<file path="src/design/lbs_pkg.sv">
// shared constants, types and helpers of the leaky-bucket shaper
// no dependencies; imported by every module of the block
`default_nettype none

package lbs_pkg;

   // queue geometry and tag width
   localparam int QUEUE_DEPTH = 64;
   localparam int TAG_BITS    = 32;
   localparam int IDX_BITS    = $clog2(QUEUE_DEPTH);
   localparam int COUNT_BITS  = $clog2(QUEUE_DEPTH + 1);

   // register field widths
   localparam int LIMIT_BITS     = 7;
   localparam int INTERVAL_BITS  = 16;
   localparam int CSR_INDEX_BITS = 2;
   localparam int CSR_DATA_BITS  = 16;
   localparam int CMP_BITS       = (COUNT_BITS > LIMIT_BITS) ? COUNT_BITS : LIMIT_BITS;

   // register indexes
   localparam logic [CSR_INDEX_BITS-1:0] CSR_QUEUE_LIMIT    = 2'd0;
   localparam logic [CSR_INDEX_BITS-1:0] CSR_INTERVAL_TICKS = 2'd1;

   // register reset values
   localparam logic [LIMIT_BITS-1:0]    QUEUE_LIMIT_RESET = 7'd64;
   localparam logic [INTERVAL_BITS-1:0] INTERVAL_RESET    = 16'd1;

   // input word kinds and result event codes
   localparam logic KIND_ARRIVAL   = 1'b0;
   localparam logic KIND_TICK      = 1'b1;
   localparam logic EVENT_DISPATCH = 1'b0;
   localparam logic EVENT_DROP     = 1'b1;

   typedef logic [IDX_BITS-1:0] idx_type;

   // commands from the controller to the datapath
   typedef struct packed {
      logic push;
      logic drop;
      logic pop;
      logic load_cd;
      logic dec_cd;
   } cmd_type;

   // status from the datapath to the controller
   typedef struct packed {
      logic has_room;
      logic cd_expire;
      logic queue_empty;
   } status_type;

   // circular index advance
   function automatic idx_type next_slot(idx_type i);
      if (i == idx_type'(QUEUE_DEPTH - 1)) begin
         return '0;
      end
      return i + idx_type'(1);
   endfunction

endpackage

`default_nettype wire

</file>
<file path="src/design/leaky_bucket_shaper_core.sv">
// top level of the leaky-bucket shaper: controller plus datapath
// depends on lbs_pkg, lbs_ctrl, lbs_datapath
`default_nettype none

// Leaky-bucket shaper. Each word taken on start is a packet arrival (tag queued in a
// 64-entry fifo, or dropped when the queue is at its limit) or one time tick that runs
// the dispatch countdown. A word is taken in every cycle: busy stays low, since each
// word needs at most one fifo push or pop and one countdown update, all done at the
// edge that takes it. A drop or dispatch word appears on the rsp_ ports for exactly
// one cycle, the cycle after the word that caused it, marked by rsp_valid; the
// receiver must take it then. The fifo is a memory with a registered read of the head
// entry, which is why the result word is registered. Register writes are taken at any time
// (csr_ready is always high) but should only be issued while the block is quiet.

module leaky_bucket_shaper_core (
   input  wire logic                                clock,
   input  wire logic                                reset,
   input  wire logic                                start,
   output logic                                     busy,
   input  wire logic                                req_kind,
   input  wire logic [lbs_pkg::TAG_BITS-1:0]        req_packet_tag,
   output logic                                     rsp_valid,
   output logic                                     rsp_event_res,
   output logic [lbs_pkg::TAG_BITS-1:0]             rsp_out_tag,
   input  wire logic                                csr_valid,
   output logic                                     csr_ready,
   input  wire logic [lbs_pkg::CSR_INDEX_BITS-1:0]  csr_index,
   input  wire logic [lbs_pkg::CSR_DATA_BITS-1:0]   csr_wdata
);
   import lbs_pkg::*;

   cmd_type    cmd;
   status_type status;
   logic       accept;

   assign busy      = 1'b0;
   assign csr_ready = 1'b1;
   assign accept    = start && !busy;

   // timer state machine
   lbs_ctrl u_ctrl (
      .clock  (clock),
      .reset  (reset),
      .accept (accept),
      .kind   (req_kind),
      .status (status),
      .cmd    (cmd)
   );

   // fifo, countdown and result word
   lbs_datapath u_datapath (
      .clock         (clock),
      .reset         (reset),
      .cmd           (cmd),
      .packet_tag    (req_packet_tag),
      .csr_write     (csr_valid && csr_ready),
      .csr_index     (csr_index),
      .csr_wdata     (csr_wdata),
      .status        (status),
      .rsp_valid     (rsp_valid),
      .rsp_event_res (rsp_event_res),
      .rsp_out_tag   (rsp_out_tag)
   );

   // a dispatch only follows an accepted tick
   a_dispatch_after_tick: assert property (@(posedge clock) disable iff (reset)
      (rsp_valid && (rsp_event_res == EVENT_DISPATCH)) |->
         $past(accept && (req_kind == KIND_TICK)))
      else $error("dispatch word without a preceding tick");

   // a drop reports the tag of the arrival just taken
   a_drop_tag: assert property (@(posedge clock) disable iff (reset)
      (rsp_valid && (rsp_event_res == EVENT_DROP)) |->
         ($past(accept && (req_kind == KIND_ARRIVAL)) &&
          (rsp_out_tag == $past(req_packet_tag))))
      else $error("drop word does not match the arrival");

   // an arrival with no room is always reported next cycle
   a_full_drops: assert property (@(posedge clock) disable iff (reset)
      (accept && (req_kind == KIND_ARRIVAL) && !status.has_room) |=>
         (rsp_valid && (rsp_event_res == EVENT_DROP)))
      else $error("arrival at limit not reported as drop");

   // pop is never commanded on an empty queue
   a_no_pop_empty: assert property (@(posedge clock) disable iff (reset)
      cmd.pop |-> !status.queue_empty)
      else $error("pop on empty queue");

endmodule

`default_nettype wire

</file>
<file path="src/design/lbs_ctrl.sv">
// controller of the leaky-bucket shaper: timer state machine and command decode
// depends on lbs_pkg
`default_nettype none

module lbs_ctrl (
   input  wire logic                clock,
   input  wire logic                reset,
   input  wire logic                accept,
   input  wire logic                kind,
   input  wire lbs_pkg::status_type status,
   output lbs_pkg::cmd_type         cmd
);
   import lbs_pkg::*;

   localparam logic [0:0] ST_IDLE  = 1'b0;
   localparam logic [0:0] ST_ARMED = 1'b1;

   logic [0:0] state_ff;
   logic [0:0] state_in;

   // decode one accepted word into datapath commands
   always_comb begin
      cmd      = '0;
      state_in = state_ff;
      if (accept && (kind == KIND_ARRIVAL)) begin
         cmd.push = status.has_room;
         cmd.drop = !status.has_room;
      end
      unique case (state_ff)
         ST_IDLE: begin
            if (accept && (kind == KIND_ARRIVAL)) begin
               cmd.load_cd = 1'b1;
               state_in    = ST_ARMED;
            end
         end
         ST_ARMED: begin
            if (accept && (kind == KIND_TICK)) begin
               if (!status.cd_expire) begin
                  cmd.dec_cd = 1'b1;
               end else if (!status.queue_empty) begin
                  cmd.pop     = 1'b1;
                  cmd.load_cd = 1'b1;
               end else begin
                  state_in = ST_IDLE;
               end
            end
         end
         default: begin
            state_in = ST_IDLE;
         end
      endcase
   end

   // state register
   always_ff @(posedge clock) begin
      if (reset) begin
         state_ff <= ST_IDLE;
      end else begin
         state_ff <= state_in;
      end
   end

endmodule

`default_nettype wire

</file>
<file path="src/design/lbs_datapath.sv">
// datapath of the leaky-bucket shaper: registers, tag fifo, countdown, result word
// depends on lbs_pkg
`default_nettype none

module lbs_datapath (
   input  wire logic                                clock,
   input  wire logic                                reset,
   input  wire lbs_pkg::cmd_type                    cmd,
   input  wire logic [lbs_pkg::TAG_BITS-1:0]        packet_tag,
   input  wire logic                                csr_write,
   input  wire logic [lbs_pkg::CSR_INDEX_BITS-1:0]  csr_index,
   input  wire logic [lbs_pkg::CSR_DATA_BITS-1:0]   csr_wdata,
   output lbs_pkg::status_type                      status,
   output logic                                     rsp_valid,
   output logic                                     rsp_event_res,
   output logic [lbs_pkg::TAG_BITS-1:0]             rsp_out_tag
);
   import lbs_pkg::*;

   logic [LIMIT_BITS-1:0]    queue_limit_ff;
   logic [INTERVAL_BITS-1:0] interval_ff;
   logic [INTERVAL_BITS-1:0] load_value;

   logic [TAG_BITS-1:0]      queue_mem [QUEUE_DEPTH];
   logic [TAG_BITS-1:0]      rd_data_ff;
   idx_type                  head_ff;
   idx_type                  tail_ff;
   logic [COUNT_BITS-1:0]    fill_ff;
   logic [INTERVAL_BITS-1:0] countdown_ff;

   logic                     rsp_valid_ff;
   logic                     rsp_event_ff;
   logic                     rsp_from_mem_ff;
   logic [TAG_BITS-1:0]      drop_tag_ff;

   // configuration registers
   always_ff @(posedge clock) begin
      if (reset) begin
         queue_limit_ff <= QUEUE_LIMIT_RESET;
         interval_ff    <= INTERVAL_RESET;
      end else if (csr_write) begin
         unique case (csr_index)
            CSR_QUEUE_LIMIT:    queue_limit_ff <= csr_wdata[LIMIT_BITS-1:0];
            CSR_INTERVAL_TICKS: interval_ff    <= csr_wdata[INTERVAL_BITS-1:0];
            default: ;
         endcase
      end
   end

   // zero interval counts as one
   assign load_value = (interval_ff == '0) ? INTERVAL_BITS'(1) : interval_ff;

   // status toward the controller
   always_comb begin
      status.has_room    = (CMP_BITS'(fill_ff) < CMP_BITS'(queue_limit_ff)) &&
                           (fill_ff < COUNT_BITS'(QUEUE_DEPTH));
      status.cd_expire   = (countdown_ff <= INTERVAL_BITS'(1));
      status.queue_empty = (fill_ff == '0);
   end

   // tag storage, head entry read every cycle
   always_ff @(posedge clock) begin
      if (cmd.push) begin
         queue_mem[tail_ff] <= packet_tag;
      end
      rd_data_ff <= queue_mem[head_ff];
   end

   // fifo pointers and fill count
   always_ff @(posedge clock) begin
      if (reset) begin
         head_ff <= '0;
         tail_ff <= '0;
         fill_ff <= '0;
      end else begin
         if (cmd.push) begin
            tail_ff <= next_slot(tail_ff);
            fill_ff <= fill_ff + COUNT_BITS'(1);
         end else if (cmd.pop) begin
            head_ff <= next_slot(head_ff);
            fill_ff <= fill_ff - COUNT_BITS'(1);
         end
      end
   end

   // dispatch countdown
   always_ff @(posedge clock) begin
      if (reset) begin
         countdown_ff <= '0;
      end else if (cmd.load_cd) begin
         countdown_ff <= load_value;
      end else if (cmd.dec_cd) begin
         countdown_ff <= countdown_ff - INTERVAL_BITS'(1);
      end
   end

   // result word, shown for one cycle after the deciding edge
   always_ff @(posedge clock) begin
      if (reset) begin
         rsp_valid_ff <= 1'b0;
      end else begin
         rsp_valid_ff <= cmd.drop || cmd.pop;
      end
      rsp_event_ff    <= cmd.drop ? EVENT_DROP : EVENT_DISPATCH;
      rsp_from_mem_ff <= cmd.pop;
      drop_tag_ff     <= packet_tag;
   end

   assign rsp_valid     = rsp_valid_ff;
   assign rsp_event_res = rsp_event_ff;
   assign rsp_out_tag   = rsp_from_mem_ff ? rd_data_ff : drop_tag_ff;

endmodule

`default_nettype wire

</file>
<file path="config.mk">
export PLATFORM = sky130hd
export DESIGN_NAME = leaky_bucket_shaper_core
export DESIGN_NICKNAME = d
export VERILOG_FILES = /design/src/design/lbs_pkg.sv /design/src/design/leaky_bucket_shaper_core.sv /design/src/design/lbs_ctrl.sv /design/src/design/lbs_datapath.sv
export SDC_FILE = /design/constraint.sdc
export NUM_CORES = 2
export LEC_CHECK = 0
export ABC_AREA = 1
export BUFFER_PORTS_ARGS = -buffer_cell sky130_fd_sc_hd__buf_2
export CORE_MARGIN = 4
export CORE_UTILIZATION = 40
export DETAILED_ROUTE_END_ITERATION = 10
export PLACE_DENSITY = 0.57
export SLEW_MARGIN = 10
export SYNTH_ARGS = -nofsm -noshare
export SYNTH_HDL_FRONTEND = slang
export SYNTH_SLANG_ARGS = --single-unit
</file>
<file path="constraint.sdc">
create_clock -name clock -period 8.1 [get_ports clock]
set_input_delay 1.215 -clock clock [delete_from_list [all_inputs] [get_ports clock]]
set_output_delay 1.215 -clock clock [all_outputs]
set_load 0.005 [all_outputs]
</file>
Word level (Yosys, flattened, before mapping) --
Memory sizes are Yosys's and may differ from the RTL's. A register that Yosys moved wholly into a read port is not among the register bits. Index checks and enable logic that the tools add are counted.
Word-level totals: logic and storage cells 72, memory bits (writable) 2048, flip-flop bits (word level) 94, memories kept 1, output and inout bits 36, input bits 55
Cells by class: mux-type cells 33, reductions and logical operators 13, order comparisons 3, bitwise gates (word level) 3, add/subtract/negate cells 5, equality and inequality tests 3
Memories:
- u_datapath.queue_mem | words 64, bits a word 32, rd ports 1, clocked after Yosys merged registers in 1, wr ports 1, line lbs_datapath.sv:24 | logic [TAG_BITS-1:0] queue_mem [QUEUE_DEPTH];
Operators by type and width (count):
- $mux 16 | 3
- $mux 32 | 1
- $mux 6 | 4
- $mux 1 | 17
- $le 16x1->1 const B | 1
- $logic_not 16->1 | 1
- $sub 16x1->16 const B | 1
- $mux 7 | 2
- $add 6x1->6 const B | 2
- $eq 6x6->1 const B | 2
- $add 7x1->7 const B | 1
- $logic_not 7->1 | 1
- $lt 7x7->1 | 1
- $lt 7x7->1 const B | 1
- $sub 7x1->7 const B | 1
- $mux 2 | 3
- $reduce_and 2->1 | 3
- $pmux 1 s2 | 2
- $reduce_bool 2->1 | 2
- $logic_and 1x1->1 | 3
- $mux 3 | 1
- $not 1->1 | 3
- $eq 2x1->1 const B | 1
- $logic_not 2->1 | 1
- other kinds (2) | 2

Logic depth before layout (Yosys ltp) --
word-level depth 9, gate-level depth with buffers 16, mapped depth without buffers 15

Hierarchy --
From an unflattened synthesis, not the netlist that was laid out.
Unflattened totals: cell total of the unflattened synthesis 8793, area, all modules 91605.4 µm²
Modules (own cells, without submodules):
- lbs_datapath | cells each 8774, seq. area each 64001.4 µm², area an instance 91504.0 µm², instances 1
- lbs_ctrl | cells each 15, seq. area each 20.0 µm², area an instance 78.8 µm², instances 1
- leaky_bucket_shaper_core | cells each 4, seq. area each 0.0 µm², area an instance 22.5 µm², instances 1

Worst setup path before layout --
Ideal clock, no wire load.
kind input -> register, start input start, end memory u_datapath.queue_mem[15][0], enable pin, stages on the path 6, arrival time 3978 ps, required time 7639 ps, buffers on the path 0, library setup time 461 ps, setup slack 3660 ps, cells stage by stage inv_1 -> nor2_1 -> nand3_1 -> nor2_1 -> nand2_1 -> nor3_1
On the way: longest elaborated chain between the ends 4
RTL lines:
- start: declaration | line leaky_bucket_shaper_core.sv:18 | input wire logic start,
- $logic_and 1x1->1 | line lbs_ctrl.sv:25 | if (accept && (kind == KIND_ARRIVAL)) begin
- $mux 2 | line lbs_ctrl.sv:25
- $mux 1 | line lbs_datapath.sv:63 | if (cmd.push) begin
- $mux 1 (not written as such) | line lbs_datapath.sv:64 | queue_mem[tail_ff] <= packet_tag;
- end: declaration | line lbs_datapath.sv:24
No other way between the ends.

Final worst setup path --
start register u_datapath.fill_ff[5], end memory u_datapath.queue_mem[37][31], enable pin
On the way: longest elaborated chain between the ends 5, elaborated cells on any way between the ends 6, classes of those cells order compare: 2; mux: 3; reduce/logical: 1
RTL lines:
- start: declaration | line lbs_datapath.sv:28 | logic [COUNT_BITS-1:0] fill_ff;
- start signal: assignment | line lbs_datapath.sv:78 | fill_ff <= fill_ff + COUNT_BITS'(1);
- start signal: assignment | line lbs_datapath.sv:81 | fill_ff <= fill_ff - COUNT_BITS'(1);
- $lt 7x7->1 (on tied branches) | line lbs_datapath.sv:55, lbs_datapath.sv:56
- $logic_and 1x1->1 (*) | line lbs_datapath.sv:55 | status.has_room = (CMP_BITS'(fill_ff) < CMP_BITS'(queue_limit_ff)) &&
- $mux 2 (*) | line lbs_ctrl.sv:25
- $mux 1 (*) | line lbs_datapath.sv:63
- $mux 1 (not written as such) (*) | line lbs_datapath.sv:64
Mark *: on every way between the ends. The rest lies on a longest branch, timed or not.

==> flow_metrics.tcl <==
set metrics [dict create \
    p_per_area_mw_per_mm2 241 \
    grt_pass1_wl_microns 358000 \
    syn_to_final_growth_pct 11.9 \
    synth_xor_area_frac 0.000709 \
    drive_above_1_share 0.0855 \
    gp_congestion 0.814 \
    route.vias.total 55300 \
    setup_tns_ps 0 \
    r2r_start "u_datapath.fill_ff[5]$_SDFFE_PP0P_" \
    syn_area_sq_mm 0.0865 \
    p_int_mw 18.2 \
    drt-initial-drc-count 6396 \
    io_pins 91 \
    dieArea_sq_mm 0.224 \
    swShare 0.220 \
    drv_cap 0 \
    p_seq_frac 0.534 \
    core-area_sq_mm 0.215 \
    min-delay-start "u_datapath.queue_limit_ff[2]$_SDFFE_PP0P_" \
    critPathMaxFanout 32 \
    synth_top_cell_area_share 0.711 \
    die_h_microns 473 \
    vdd_drop_max_mv 0.200 \
    path_class "reg2reg" \
    synth_top_family_by_area "simple AND/OR/NAND/NOR gates" \
    p_leak_nw 32.2 \
    cp-start-kind "flip-flop" \
    synth_area_leaders "edfxtp_1 71%, nor2_1 6.9%, o21ai_0 5.6%" \
    synth_warnings 0 \
    synth_top_flop_cell "edfxtp_1" \
    cts_hold_buf 0 \
    arrival_ps 4410 \
    muxShareOfSynthArea 0.00416 \
    fmax_ghz 0.253 \
    crit_chain "ha_1 -> nand2_1 -> nor2_1 -> nor3_1 -> nand3_1 -> buf_4 -> nor2_1 -> nand2_1 -> nor2_4" \
    cp-startpoint "u_datapath.fill_ff[5]$_SDFFE_PP0P_" \
    synth_most_common_cell "edfxtp_1" \
    grt_overflow 0 \
    cts_tree "built" \
    synthAdderAreaFrac 0.00240 \
    avgSynthCellArea_sq_um 12.3 \
    cp-end-kind "flip-flop" \
    antenna_found_initial 8 \
    slowest_stage "nor2_4" \
    clkLatencyLatePin_ps 870 \
    cts_setup_buffers 0 \
    drv_slew 0 \
    portBuffers 88 \
    hold_class "reg2reg" \
    numCtsBuffers 220 \
    yosys.area_share.simple 0.121 \
    whs_ps 465 \
    synth_edf_count 2048 \
    rsz0062_at_grt "no" \
    status "finished clean" \
    synth_cell_types 37 \
    comb_power_share 0.044 \
    tightest_slew_ps 1250 \
    async_flop_share 0 \
    crit_required_ps 8560 \
    post-route-util 0.450 \
    gr-usage-all-layers 0.215 \
    seq_area_frac_synth 0.740 \
    wl_per_cell_microns 24.5 \
    yosysTopAreaCell "edfxtp_1" \
    ant_nets 0 \
    postSynthCellCount 7058 \
    power_frac_clock 0.422 \
    numClockSinks 2174 \
    fin_worst_skew_ps 53.5 \
    hold_violations 0 \
    clkSlewWorstSetupHoldPaths_ps 60 \
    slowest_delay_ps 1190 \
    clk_path_buf_depth 3 \
    wirelength_microns 246000 \
    synthesis.nets 7129 \
    ys_seq_elements 2174 \
    setup_viol 0 \
    cts_resized 0 \
    synth_common_cells "2048 x edfxtp_1, 1599 x nor2_1, 974 x o21ai_0" \
    grt_max_degree 186 \
    fill_cells 19300 \
    htreeDepth 4 \
    period_minus_slack_ps 3950 \
    fp.dieW_microns 473 \
    grt_pass1_vias 52200 \
    routed_via_density 5.50 \
    max-slew-margin-rel 0.169 \
    start_util 0.403 \
    cts_root_buf "clkbuf_16" \
    hpwl_microns 131000 \
    final_net_count 7093 \
    drcViolationCount 0 \
    drt_pass1_iterations 6 \
    min_period_over_period 0.487 \
    synth_compound_area_frac 0.0993 \
    p_switching_mw 5.12 \
    rows 170 \
]
[registers in the layout (all words and copies together), names as in the netlist]
register                    count
u_datapath.queue_mem         2048
u_datapath.rsp_event_res        1
u_datapath.tail_ff              6
u_datapath.countdown_ff        16
u_datapath.queue_limit_ff       7
u_datapath.rd_data_ff          32
u_datapath.rsp_valid            1
u_datapath.interval_ff         16
u_datapath.rsp_from_mem_ff      1
u_datapath.fill_ff              7
u_ctrl.state_ff                 1
u_datapath.head_ff              6
u_datapath.drop_tag_ff         32
[layer usage]
metal  share of wire  routed length (microns)  track usage
met3           0.077                    18900       0.0365
met2            0.45                   112000        0.330
met5               0                        0            0
met1            0.44                   107000        0.311
met4           0.033                     8080       0.0716
[power by group through the flow]
| stage | Combinational, mW | Clock, mW | Sequential [mW] |
|---|---|---|---|
| after floorplan | 0.520 | 0 | 12.7 |
| after global placement | 1.02 | 0 | 12.7 |
| after detailed placement | 1.03 | 0 | 12.7 |
| after CTS | 1.03 | 10.0 | 12.4 |
| after global routing | 1.13 | 10.5 | 12.4 |
| final | 1.02 | 9.84 | 12.4 |
[final timing paths]
kind	to	depth (start not counted)	slack (ps)
worst max-delay path	u_datapath.queue_mem[37][31]$_DFFE_PP_	9	4150
worst max register to register	u_datapath.queue_mem[37][31]$_DFFE_PP_	9	4150
worst min-delay path	u_datapath.queue_limit_ff[2]$_SDFFE_PP0P_	2	460
worst min register to register	u_datapath.queue_limit_ff[2]$_SDFFE_PP0P_	2	460
[stage by stage]
stage | setup WS, ps | cells | total power, mW | area, sq um
finish | 4150 | 10100 | 23.3 | 96800
global route | 3850 | 10100 | 24.1 | 96800
CTS | 4100 | 10100 | 23.5 | 96800
detailed placement | 3620 | 9637 | 13.7 | 89800
global placement | 3670 | 9637 | 13.7 | 89800
floorplan | 3660 | 7058 | 13.2 | 86500
[placed cells by master, fill, tap and decap left out, types with 5 or more instances in the layout]
cell / instances
o211ai_1: 245
buf_2: 88
nand3b_1: 7
bufinv_16: 12
nor2_1: 1535
clkinv_1: 51
inv_1: 121
a21oi_1: 131
o21ai_1: 163
edfxtp_1: 2048
buf_4: 89
o22ai_1: 58
nand3_2: 5
buf_12: 13
nor3_1: 8
nand4_1: 8
xor2_1: 5
clkbuf_8: 14
nand3_1: 349
nor2_4: 63
inv_6: 6
o21ai_0: 974
mux2_2: 32
clkbuf_16: 221
clkbuf_1: 84
clkinv_8: 5
inv_2: 10
dfxtp_1: 121
or2_2: 5
nand2_1: 662
ha_1: 15
clkinv_2: 30
a31oi_1: 5
[area by class of cell]
cell class              instances  area [sq um]  share of cell area
repair buffers                191          1400              0.0144
multi-input cells            4288         20200               0.209
inverters                     147           582             0.00601
flip-flops and latches       2174         64000               0.662
well taps                    2838          3550              0.0367
clock inverters                97           937             0.00968
clock buffers                 319          6040              0.0624
diodes                          1          2.50           0.0000259
[logic make-up after synthesis]
kind of cell,after synthesis
AOI/OAI and AO/OA,1578
other,2
muxes,32
buffers and inverters,596
adders and majority gates,16
DFF,2174
and+or+nand+nor,2653
xor gates and xnor gates,7
[critical path, delay by kind of cell (launching register included)]
kind	cells	cell delay, ps
adders and majority gates	1	250
and+or+nand+nor	7	2630
DFF	1	390
buffers and inverters	1	240
(Power assumes the default switching activity.)
